==> src/sv/itp_pkg.sv <==
// ----------------------------------------------------------------------------
// itp_pkg
// Shared constants, character codes, state encoding and decode struct for
// the infix to prefix converter.
// ----------------------------------------------------------------------------
package itp_pkg;

    localparam int MAX_LEN = 64;
    localparam int ADDR_W  = $clog2(MAX_LEN);
    localparam int CNT_W   = $clog2(MAX_LEN + 1);
    localparam int CHAR_W  = 8;

    localparam logic [CHAR_W-1:0] CH_PLUS  = 8'h2B;
    localparam logic [CHAR_W-1:0] CH_MINUS = 8'h2D;
    localparam logic [CHAR_W-1:0] CH_STAR  = 8'h2A;
    localparam logic [CHAR_W-1:0] CH_SLASH = 8'h2F;
    localparam logic [CHAR_W-1:0] CH_CARET = 8'h5E;
    localparam logic [CHAR_W-1:0] CH_OPEN  = 8'h28;
    localparam logic [CHAR_W-1:0] CH_CLOSE = 8'h29;
    localparam logic [CHAR_W-1:0] CH_LO_A  = 8'h61;
    localparam logic [CHAR_W-1:0] CH_LO_Z  = 8'h7A;
    localparam logic [CHAR_W-1:0] CH_UP_A  = 8'h41;
    localparam logic [CHAR_W-1:0] CH_UP_Z  = 8'h5A;
    localparam logic [CHAR_W-1:0] CH_NUL   = 8'h00;

    typedef enum logic [4:0] {
        S_LOAD  = 5'b00001,
        S_FETCH = 5'b00010,
        S_EXEC  = 5'b00100,
        S_DRAIN = 5'b01000,
        S_EMIT  = 5'b10000
    } t_state;

    typedef struct packed {
        logic is_letter;
        logic is_open;
        logic is_close;
        logic is_oper;
        logic top_higher;
        logic top_is_close;
    } t_op_info;

endpackage

==> src/sv/itp_ram.sv <==
// ----------------------------------------------------------------------------
// itp_ram
// Generic single-write, single-read RAM with registered read data.
// ----------------------------------------------------------------------------
module itp_ram #(
    parameter int WIDTH = 8,
    parameter int DEPTH = 64
) (
    input  logic                     i_clk,
    input  logic                     i_we,
    input  logic [$clog2(DEPTH)-1:0] i_waddr,
    input  logic [WIDTH-1:0]         i_wdata,
    input  logic                     i_re,
    input  logic [$clog2(DEPTH)-1:0] i_raddr,
    output logic [WIDTH-1:0]         o_rdata
);

    logic [WIDTH-1:0] r_mem [DEPTH];
    logic [WIDTH-1:0] r_rdata;

    always_ff @(posedge i_clk) begin
        if (i_we) begin
            r_mem[i_waddr] <= i_wdata;
        end
        if (i_re) begin
            r_rdata <= r_mem[i_raddr];
        end
    end

    assign o_rdata = r_rdata;

endmodule

==> src/sv/itp_op_unit.sv <==
// ----------------------------------------------------------------------------
// itp_op_unit
// Character classifier and priority comparator shared by every scan step.
// ----------------------------------------------------------------------------
module itp_op_unit
    import itp_pkg::*;
(
    input  logic [CHAR_W-1:0] i_char,
    input  logic [CHAR_W-1:0] i_top,
    output t_op_info          o_info
);

    function automatic logic [1:0] prio_code(input logic [CHAR_W-1:0] c);
        logic [1:0] p;
        p = 2'd0;
        if (c == CH_PLUS || c == CH_MINUS) begin
            p = 2'd1;
        end else if (c == CH_STAR || c == CH_SLASH) begin
            p = 2'd2;
        end else if (c == CH_CARET) begin
            p = 2'd3;
        end
        return p;
    endfunction

    always_comb begin
        o_info.is_letter    = ((i_char >= CH_LO_A) && (i_char <= CH_LO_Z)) ||
                              ((i_char >= CH_UP_A) && (i_char <= CH_UP_Z));
        o_info.is_open      = (i_char == CH_OPEN);
        o_info.is_close     = (i_char == CH_CLOSE);
        o_info.is_oper      = (i_char == CH_PLUS) || (i_char == CH_MINUS) ||
                              (i_char == CH_STAR) || (i_char == CH_SLASH) ||
                              (i_char == CH_CARET);
        o_info.top_higher   = (prio_code(i_top) > prio_code(i_char));
        o_info.top_is_close = (i_top == CH_CLOSE);
    end

endmodule

==> src/sv/infix_to_prefix_converter.sv <==
// ----------------------------------------------------------------------------
// infix_to_prefix_converter
// Infix to prefix conversion with an operator stack, right-to-left scan.
//
// Usage:
//   Requests: drive i_in_char / i_in_last with start; a request is taken at
//   a rising edge where start is high and busy is low. Characters load at
//   one per cycle; up to MAX_LEN are stored, later ones are dropped and
//   flagged on o_overflow.
//   The request carrying i_in_last starts the conversion and raises busy.
//   Conversion reads each stored character from the store, then executes
//   it, with one more execute step per stack entry moved to the buffer,
//   and a final fetch step closes the scan; the drain moves each remaining
//   stack entry to the buffer, then issues the first buffer read. Emission
//   then gives one result per cycle from the buffer's single read port.
//   Each result appears for one cycle with o_out_valid; o_out_last marks the
//   final one. An empty prefix string gives a single result with o_out_empty.
//   The receiver cannot stall; busy drops in the cycle that carries the last
//   result, so the next request can be taken at the edge that ends it.
//   Reset returns the block to loading with all counts cleared.
// ----------------------------------------------------------------------------
module infix_to_prefix_converter
    import itp_pkg::*;
(
    input  logic              i_clk,
    input  logic              i_rst_n,
    input  logic              start,
    output logic              busy,
    input  logic [CHAR_W-1:0] i_in_char,
    input  logic              i_in_last,
    output logic              o_out_valid,
    output logic [CHAR_W-1:0] o_out_char,
    output logic              o_out_last,
    output logic              o_out_empty,
    output logic              o_overflow
);

    localparam logic [CNT_W-1:0] CNT_MAX = CNT_W'(MAX_LEN);
    localparam logic [CNT_W-1:0] CNT_ONE = CNT_W'(1);
    localparam logic [CNT_W-1:0] CNT_TWO = CNT_W'(2);

    t_state            r_state, n_state;
    logic [CNT_W-1:0]  r_cnt, n_cnt;
    logic [CNT_W-1:0]  r_k, n_k;
    logic [CNT_W-1:0]  r_sp, n_sp;
    logic [CNT_W-1:0]  r_bc, n_bc;
    logic [ADDR_W-1:0] r_idx, n_idx;
    logic              r_ovf, n_ovf;
    logic              r_top_ram, n_top_ram;
    logic [CHAR_W-1:0] r_top, n_top;
    logic              r_out_valid, n_out_valid;
    logic [CHAR_W-1:0] r_out_char, n_out_char;
    logic              r_out_last, n_out_last;
    logic              r_out_empty, n_out_empty;
    logic              r_out_ovf, n_out_ovf;

    logic              st_we, st_re;
    logic [ADDR_W-1:0] st_waddr, st_raddr;
    logic [CHAR_W-1:0] st_rdata;
    logic              sk_we, sk_re;
    logic [ADDR_W-1:0] sk_waddr, sk_raddr;
    logic [CHAR_W-1:0] sk_wdata, sk_rdata;
    logic              bf_we, bf_re;
    logic [ADDR_W-1:0] bf_waddr, bf_raddr;
    logic [CHAR_W-1:0] bf_wdata, bf_rdata;

    logic [CHAR_W-1:0] w_top;
    t_op_info          w_info;
    logic              do_put, do_pop, do_push;
    logic [CHAR_W-1:0] put_char, push_char;
    logic [CNT_W-1:0]  w_k_m1, w_sp_m2, w_bc_m1;

    itp_ram #(.WIDTH(CHAR_W), .DEPTH(MAX_LEN)) u_store (
        .i_clk   (i_clk),
        .i_we    (st_we),
        .i_waddr (st_waddr),
        .i_wdata (i_in_char),
        .i_re    (st_re),
        .i_raddr (st_raddr),
        .o_rdata (st_rdata)
    );

    itp_ram #(.WIDTH(CHAR_W), .DEPTH(MAX_LEN)) u_stack (
        .i_clk   (i_clk),
        .i_we    (sk_we),
        .i_waddr (sk_waddr),
        .i_wdata (sk_wdata),
        .i_re    (sk_re),
        .i_raddr (sk_raddr),
        .o_rdata (sk_rdata)
    );

    itp_ram #(.WIDTH(CHAR_W), .DEPTH(MAX_LEN)) u_buffer (
        .i_clk   (i_clk),
        .i_we    (bf_we),
        .i_waddr (bf_waddr),
        .i_wdata (bf_wdata),
        .i_re    (bf_re),
        .i_raddr (bf_raddr),
        .o_rdata (bf_rdata)
    );

    assign w_top = r_top_ram ? sk_rdata : r_top;

    itp_op_unit u_op (
        .i_char (st_rdata),
        .i_top  (w_top),
        .o_info (w_info)
    );

    assign w_k_m1  = r_k - CNT_ONE;
    assign w_sp_m2 = r_sp - CNT_TWO;
    assign w_bc_m1 = r_bc - CNT_ONE;

    always_comb begin
        n_state     = r_state;
        n_cnt       = r_cnt;
        n_k         = r_k;
        n_sp        = r_sp;
        n_bc        = r_bc;
        n_idx       = r_idx;
        n_ovf       = r_ovf;
        n_top_ram   = r_top_ram;
        n_top       = r_top;
        n_out_valid = 1'b0;
        n_out_char  = r_out_char;
        n_out_last  = r_out_last;
        n_out_empty = r_out_empty;
        n_out_ovf   = r_out_ovf;
        st_we       = 1'b0;
        st_re       = 1'b0;
        st_waddr    = r_cnt[ADDR_W-1:0];
        st_raddr    = w_k_m1[ADDR_W-1:0];
        sk_we       = 1'b0;
        sk_re       = 1'b0;
        sk_waddr    = r_sp[ADDR_W-1:0];
        sk_raddr    = w_sp_m2[ADDR_W-1:0];
        sk_wdata    = CH_NUL;
        bf_we       = 1'b0;
        bf_re       = 1'b0;
        bf_waddr    = r_bc[ADDR_W-1:0];
        bf_raddr    = w_bc_m1[ADDR_W-1:0];
        bf_wdata    = CH_NUL;
        do_put      = 1'b0;
        do_pop      = 1'b0;
        do_push     = 1'b0;
        put_char    = w_top;
        push_char   = st_rdata;

        unique case (r_state)
            S_LOAD: begin
                if (start) begin
                    if (r_cnt < CNT_MAX) begin
                        st_we = 1'b1;
                        n_cnt = r_cnt + CNT_ONE;
                    end else begin
                        n_ovf = 1'b1;
                    end
                    if (i_in_last) begin
                        n_k     = (r_cnt < CNT_MAX) ? (r_cnt + CNT_ONE) : r_cnt;
                        n_sp    = '0;
                        n_bc    = '0;
                        n_state = S_FETCH;
                    end
                end
            end
            S_FETCH: begin
                if (r_k == '0) begin
                    n_state = S_DRAIN;
                end else begin
                    st_re   = 1'b1;
                    n_state = S_EXEC;
                end
            end
            S_EXEC: begin
                n_k     = w_k_m1;
                n_state = S_FETCH;
                if (w_info.is_letter) begin
                    do_put   = 1'b1;
                    put_char = st_rdata;
                end else if (w_info.is_close) begin
                    do_push = 1'b1;
                end else if (w_info.is_oper) begin
                    if (r_sp != '0 && w_info.top_higher) begin
                        do_put  = 1'b1;
                        do_pop  = 1'b1;
                        n_k     = r_k;
                        n_state = S_EXEC;
                    end else begin
                        do_push = 1'b1;
                    end
                end else if (w_info.is_open) begin
                    do_pop = 1'b1;
                    if (r_sp != '0 && !w_info.top_is_close) begin
                        do_put  = 1'b1;
                        n_k     = r_k;
                        n_state = S_EXEC;
                    end
                end
            end
            S_DRAIN: begin
                if (r_sp != '0) begin
                    do_put = 1'b1;
                    do_pop = 1'b1;
                end else if (r_bc == '0) begin
                    n_out_valid = 1'b1;
                    n_out_char  = CH_NUL;
                    n_out_last  = 1'b1;
                    n_out_empty = 1'b1;
                    n_out_ovf   = r_ovf;
                    n_cnt       = '0;
                    n_ovf       = 1'b0;
                    n_state     = S_LOAD;
                end else begin
                    bf_re   = 1'b1;
                    n_idx   = w_bc_m1[ADDR_W-1:0];
                    n_state = S_EMIT;
                end
            end
            S_EMIT: begin
                n_out_valid = 1'b1;
                n_out_char  = bf_rdata;
                n_out_last  = (r_idx == '0);
                n_out_empty = 1'b0;
                n_out_ovf   = r_ovf;
                if (r_idx != '0) begin
                    bf_re    = 1'b1;
                    bf_raddr = r_idx - ADDR_W'(1);
                    n_idx    = r_idx - ADDR_W'(1);
                end else begin
                    n_cnt   = '0;
                    n_ovf   = 1'b0;
                    n_sp    = '0;
                    n_bc    = '0;
                    n_state = S_LOAD;
                end
            end
            default: begin
                n_state = S_LOAD;
            end
        endcase

        if (do_put && r_bc < CNT_MAX) begin
            bf_we    = 1'b1;
            bf_wdata = put_char;
            n_bc     = r_bc + CNT_ONE;
        end
        if (do_pop && r_sp != '0) begin
            n_sp = r_sp - CNT_ONE;
            if (r_sp >= CNT_TWO) begin
                sk_re     = 1'b1;
                n_top_ram = 1'b1;
            end
        end
        if (do_push && r_sp < CNT_MAX) begin
            sk_we     = 1'b1;
            sk_wdata  = push_char;
            n_sp      = r_sp + CNT_ONE;
            n_top     = push_char;
            n_top_ram = 1'b0;
        end
    end

    always_ff @(posedge i_clk) begin
        if (!i_rst_n) begin
            r_state     <= S_LOAD;
            r_cnt       <= '0;
            r_k         <= '0;
            r_sp        <= '0;
            r_bc        <= '0;
            r_idx       <= '0;
            r_ovf       <= 1'b0;
            r_top_ram   <= 1'b0;
            r_out_valid <= 1'b0;
        end else begin
            r_state     <= n_state;
            r_cnt       <= n_cnt;
            r_k         <= n_k;
            r_sp        <= n_sp;
            r_bc        <= n_bc;
            r_idx       <= n_idx;
            r_ovf       <= n_ovf;
            r_top_ram   <= n_top_ram;
            r_out_valid <= n_out_valid;
        end
    end

    always_ff @(posedge i_clk) begin
        r_top       <= n_top;
        r_out_char  <= n_out_char;
        r_out_last  <= n_out_last;
        r_out_empty <= n_out_empty;
        r_out_ovf   <= n_out_ovf;
    end

    assign busy        = (r_state != S_LOAD);
    assign o_out_valid = r_out_valid;
    assign o_out_char  = r_out_char;
    assign o_out_last  = r_out_last;
    assign o_out_empty = r_out_empty;
    assign o_overflow  = r_out_ovf;

endmodule

==> config.mk <==
export PLATFORM = sky130hd
export DESIGN_NAME = infix_to_prefix_converter
export DESIGN_NICKNAME = d
export VERILOG_FILES = /design/src/sv/itp_pkg.sv /design/src/sv/itp_ram.sv /design/src/sv/itp_op_unit.sv /design/src/sv/infix_to_prefix_converter.sv
export SDC_FILE = /design/constraint.sdc
export NUM_CORES = 2
export LEC_CHECK = 0
export BUFFER_PORTS_ARGS = -buffer_cell sky130_fd_sc_hd__buf_4
export CAP_MARGIN = 20
export CORE_ASPECT_RATIO = 0.7
export CORE_UTILIZATION = 57
export CTS_BUF_LIST = sky130_fd_sc_hd__clkbuf_16
export CTS_CLUSTER_SIZE = 20
export DETAILED_ROUTE_END_ITERATION = 7
export PLACE_DENSITY = 0.76
export SYNTH_ARGS = -nofsm -noshare
export SYNTH_HDL_FRONTEND = slang
export SYNTH_HIERARCHICAL = 1
export SYNTH_SLANG_ARGS = --single-unit
==> constraint.sdc <==
create_clock -name i_clk -period 4.8 [get_ports i_clk]
set_input_delay 0.24 -clock i_clk [delete_from_list [all_inputs] [get_ports i_clk]]
set_output_delay 0.24 -clock i_clk [all_outputs]
set_load 0.01 [all_outputs]
## After elaboration in Yosys (flattened, before gate mapping)

Memory sizes are Yosys's and may differ from the RTL's. A register that Yosys moved wholly into a read port is not among the register bits.
Cells that the tools add are included.

- RAM bits: 1536
- Output and inout port bits: 13
- Memories kept: 3
- Logic and storage cells: 213
- Input port bits: 12
- Register bits: 61

Memory list:

| memory | depth | width | read ports | clocked after Yosys merged registers in | wr ports | line | RTL |
|---|---|---|---|---|---|---|---|
| u_buffer.r_mem | 64 | 8 | 1 | 1 | 1 | itp_ram.sv:18 | `logic [WIDTH-1:0] r_mem [DEPTH];` |
| u_stack.r_mem | 64 | 8 | 1 | 1 | 1 | itp_ram.sv:18 |  |
| u_store.r_mem | 64 | 8 | 1 | 1 | 1 | itp_ram.sv:18 |  |

- Muxes and demuxes: 107
- Reduce and logical (&&, ||, !) cells: 36
- Magnitude comparators: 9
- Bitwise logic cells: 1
- Add/subtract/negate cells: 8
- Equal/unequal tests: 35

Operator list:

| operator | count |
|---|---|
| $mux W7 | 18 |
| $eq A8 B6 Y1 const B | 11 |
| $mux W8 | 7 |
| $mux W1 | 45 |
| $mux W5 | 8 |
| $mux W6 | 5 |
| $pmux W7 S2 | 2 |
| $pmux W5 S5 | 1 |
| $add A7 B1 Y7 const B | 3 |
| $lt A7 B7 Y1 const B | 3 |
| $pmux W7 S3 | 1 |
| $eq A8 B7 Y1 const B | 2 |
| $ge A8 B7 Y1 const B | 2 |
| $le A8 B7 Y1 const B | 2 |
| $ne A2 B2 Y1 const B | 8 |
| $pmux W8 S2 | 1 |
| $reduce_and A4 Y1 | 4 |
| $logic_not A7 Y1 | 2 |
| $pmux W1 S2 | 7 |
| $sub A7 B1 Y7 const B | 2 |
| $mux W2 | 6 |
| $ne A4 B4 Y1 const B | 3 |
| $pmux W6 S2 | 1 |
| $sub A6 B1 Y6 const B | 2 |
| 30 further kinds | 50 |

## Longest topological paths before layout

- Depth in word-level cells: 16
- Mapped depth: 18
- Gate-level depth less buffers: 17

## By module

The synthesis kept the hierarchy.

Modules (own cells, without submodules):

| module | cells each | sequential area each (um2) | times used | area each (um2) |
|---|---|---|---|---|
| itp_ram at u_stack ... | 940 | 15615.0 | 2 | 20246.9 |
| itp_ram at u_buffer | 972 | 15615.0 | 1 | 20270.7 |
| infix_to_prefix_converter | 462 | 1411.4 | 1 | 3769.9 |
| itp_op_unit | 41 | 0.0 | 1 | 297.8 |

## Worst setup path after synthesis

No wires, ideal clock.

- Path type: reg-to-reg
- From: register r_top_ram
- To: memory u_buffer.r_mem[0][0], data pin
- Arrival time: 4704 ps
- Setup time: 549 ps
- Required time: 4251 ps
- Path slack: -452 ps
- Stages on the path, launching flop included: 14
- Cell sequence: dfxtp_1 clkbuf_1 mux2_2 or3b_1 o22ai_1 and3_1 ha_1 a21oi_1 nand2_1 a2111oi_0 o21ai_0 a21o_1 buf_2 a21oi_1

RTL lines:

| item | line | RTL |
|---|---|---|
| start: declaration | infix_to_prefix_converter.sv:49 | `logic r_top_ram, n_top_ram;` |
| start signal: assignment | infix_to_prefix_converter.sv:283 | `r_top_ram <= n_top_ram;` |
| end: declaration | itp_ram.sv:18 |  |

==> run summary <==
status: finished, final reports clean
# fillers: 7,297
CTS buffer count: 147
Final min period: 4.50 ns
Leakage: 0.0233 uW
Die Wd: 405 um
Setup violations, final: 0
input/output buffers: 24
Syn Std Cell Area: 64,800 um2
clk_skew: 0.0407 ns
Final Cycle Share: 93.7%
worst hold start: i_in_char[5]
Via density: 6.62
initial core utilization: 57.5%
initial drt markers: 5,112
Max Cap Viol: 0
vias in the first global route: 33.2k
Synth Instances: 3,355
Total Wirelength: 150,000 um
Clock Path Buffers: 3
post-CTS setup buffers: 0
Max Freq: 222 MHz
DP HPWL: 90,600 um
# nets final: 3,577
clk sinks: 1,621
# IOs: 25
TritonCTS clock tree: yes
CP max stage cell: dfxtp_2
Detail Route Antenna Nets: 0
Die ar.: 115,000 um2
post-synth top area cell: edfxtp_1
Final Worst Setup Slack: 0.301 ns
ratio of cells with drive above 1 in the final layout: 25.1%
Pwr Density: 420 nW/um2
Final Max Tran Viols: 0
GRT Total Usage: 26.6%
CP startpoint: r_top_ram
Min-Delay Path Class: input port to flip-flop
synthesized area per cell: 19.3 um2
CP peak stage delay: 0.44 ns
post-synthesis cell type count: 77
WL per Instance: 29.0 um
DR pass1 iterations: 5
post-layout util: 64.5%
Die Y-Extent: 284 um
syn nets: 3,383
initial antenna violation count: 1
H-tree levels: 4
Reg2Reg Launch Point: r_top_ram
vias: 34.4k
Worst Setup Path Type: flip-flop to flip-flop
worst path cell trace: mux2_2, or3b_1, o22ai_1, and3_1, ha_1, a21oi_1, nand2_1, a2111oi_0, o21ai_0, a21o_1, inv_1, inv_1, or2_2, buf_4, nor2_1, buf_4
Critical path buffers and inverters: 4
final instance area: 72,800 um2
delay-heaviest family, CP: simple AND/OR/NAND/NOR gates
WP data arrival: 4.99 ns
DRC Markers: 0
Std-Cell Core Area: 113,000 um2
Worst Path Max Fanout: 9
worst-margin pin slew: 1.03 ns
warning count from the yosys run: 6
peak supply drop: 0.000434 V
area occupied by multi-input gates: 15,700 um2
Synth async-reset ratio: 0%
clk root buf: clkbuf_16
EDFF count, synth: 1,579
GRT overflow: 0
most numerous cell in the Yosys netlist: edfxtp_1
sequential area share after synthesis: 74.4%
Slew Limit Headroom: 30.9%
Setup WS pre-CTS: 0.117 ns
clk slew on worst S/H paths: 0.07 ns
top post-synthesis cells by count: edfxtp_1, mux4_2, nor2_1, nand2_1, nand3_1
Fin. Hold Viols: 0
Area Overhead vs Synth: 12.2%
first-pass GRT wire length: 224,000 um
Site Rows: 103
synth top area cells: edfxtp_1, mux4_2, nor2_1
largest net degree at the start of global routing: 93
gpl congestion: 0.887
dpl cell area: 67,900 um2
Seq cells post-synth: 1,621
# diodes: 0
commonest register cell after synthesis: edfxtp_1
RSZ-0062 raised after global routing: no
total power: 30,600 uW
FF+latch area: 48,300 um2
worst skew pair latency: 0.77 ns
Yosys top cell area share: 73.1%
CP Launch Type: flip-flop
setup_tns: 0 ns
Worst EP required: 5.29 ns
crit end category: flip-flop
[placed cells by master, fill, tap and decap left out, types with 12 or more instances in the layout]
cell type	count
buf_4	202
and2_1	13
bufinv_16	12
nor2_1	289
mux2i_1	67
clkinv_1	35
o221ai_1	24
a22oi_1	15
nand3_1	80
nor3_1	30
or3_1	13
o21ai_0	32
nand2_1	121
nand4_1	13
mux4_2	376
a211oi_1	12
inv_1	45
nand2b_1	22
clkinv_2	25
a31oi_1	12
edfxtp_1	1579
buf_12	25
a21oi_1	41
a221oi_1	18
ha_1	16
dfxtp_1	40
clkbuf_16	151
nor2b_1	46
mux2_2	37
o22ai_1	41
nand3b_1	12
[power by group]
group          internal [uW]  leakage (uW)  total [uW]  switching, uW
logic                   1410       0.00616        3440           2030
clock network           6420       0.00244       11600           5220
registers              15400        0.0147       15500           49.3
total                  23300        0.0233       30600           7310
[final timing paths]
path | endpoint | slack [ns] | cells past startpoint
worst max-delay path | u_buffer/r_mem[19][3] | 0.30 | 16
worst min-delay path | u_store/r_mem[15][5] | 0.03 | 1
worst max register to register | u_buffer/r_mem[19][3] | 0.30 | 16
worst min register to register | r_bc[6] | 0.50 | 2
[final cells by class]
class / instances / share of cell area [%]
Multi-Input combinational cell: 1524 / 21.5
Timing Repair Buffer: 229 / 2.80
Sequential cell: 1621 / 66.3
Inverter: 26 / 0.151
Tap cell: 1522 / 2.62
Clock inverter: 118 / 1.41
Clock buffer: 151 / 5.19
[through the flow]
step,hold WS [ns],cells
after floorplan,0.339,3355
after global placement,0.463,4919
after detailed placement,0.487,4920
after CTS,0.00399,5191
after global routing,0.0459,5191
final,0.0270,5191
[flip-flops by register name, summed over array words and instances, names as in the netlist]
| name | count |
|---|---|
| u_buffer/r_mem | 512 |
| u_stack/r_mem | 512 |
| u_store/r_mem | 512 |
| o_out_char | 8 |
| r_top | 8 |
| u_buffer/o_rdata | 8 |
| u_stack/o_rdata | 8 |
| u_store/o_rdata | 8 |
| r_bc | 7 |
| r_cnt | 7 |
| r_k | 7 |
| r_sp | 7 |
| r_idx | 6 |
| r_state | 5 |
| o_out_empty | 1 |
| o_out_last | 1 |
| o_out_valid | 1 |
| o_overflow | 1 |
| r_ovf | 1 |
| r_top_ram | 1 |
[cell families after synthesis]
group                    share of synthesized area, %
flip-flops                                       74.4
AND/OR/NAND/NOR                                  5.20
multiplexers                                     14.8
AO/OA/AOI/OAI                                    3.16
buffers and inverters                            1.81
XOR/XNOR                                        0.338
adder cells (fa/ha/maj)                         0.309
[layer usage]
layer / global-route usage (%) / up-vias / share of wire [%]
met5: 0 / - / 0.0080
met4: 6.72 / 2 / 1.9
met3: 6.69 / 210 / 13
met2: 36.6 / 2339 / 43
met1: 42.7 / 17700 / 41
li1: - / 14100 / -
[worst reg2reg max path, stage by stage, from the launching register on]
cell and delay (ns):
dfxtp_2 0.44, mux2_2 0.39, or3b_1 0.38, o22ai_1 0.10, and3_1 0.17, ha_1 0.24, a21oi_1 0.24, nand2_1 0.10
a2111oi_0 0.42, o21ai_0 0.13, a21o_1 0.20, inv_1 0.26, inv_1 0.16, or2_2 0.40, buf_4 0.21, nor2_1 0.16
buf_4 0.20
[what timing repair did]
item                       in CTS  in global routing
setup endpoints to repair       0                208
hold endpoints to repair       16                  0
gates resized for setup         0                 15
hold buffers                    2                  0
Note: power is estimated with default switching activity, not from simulation.
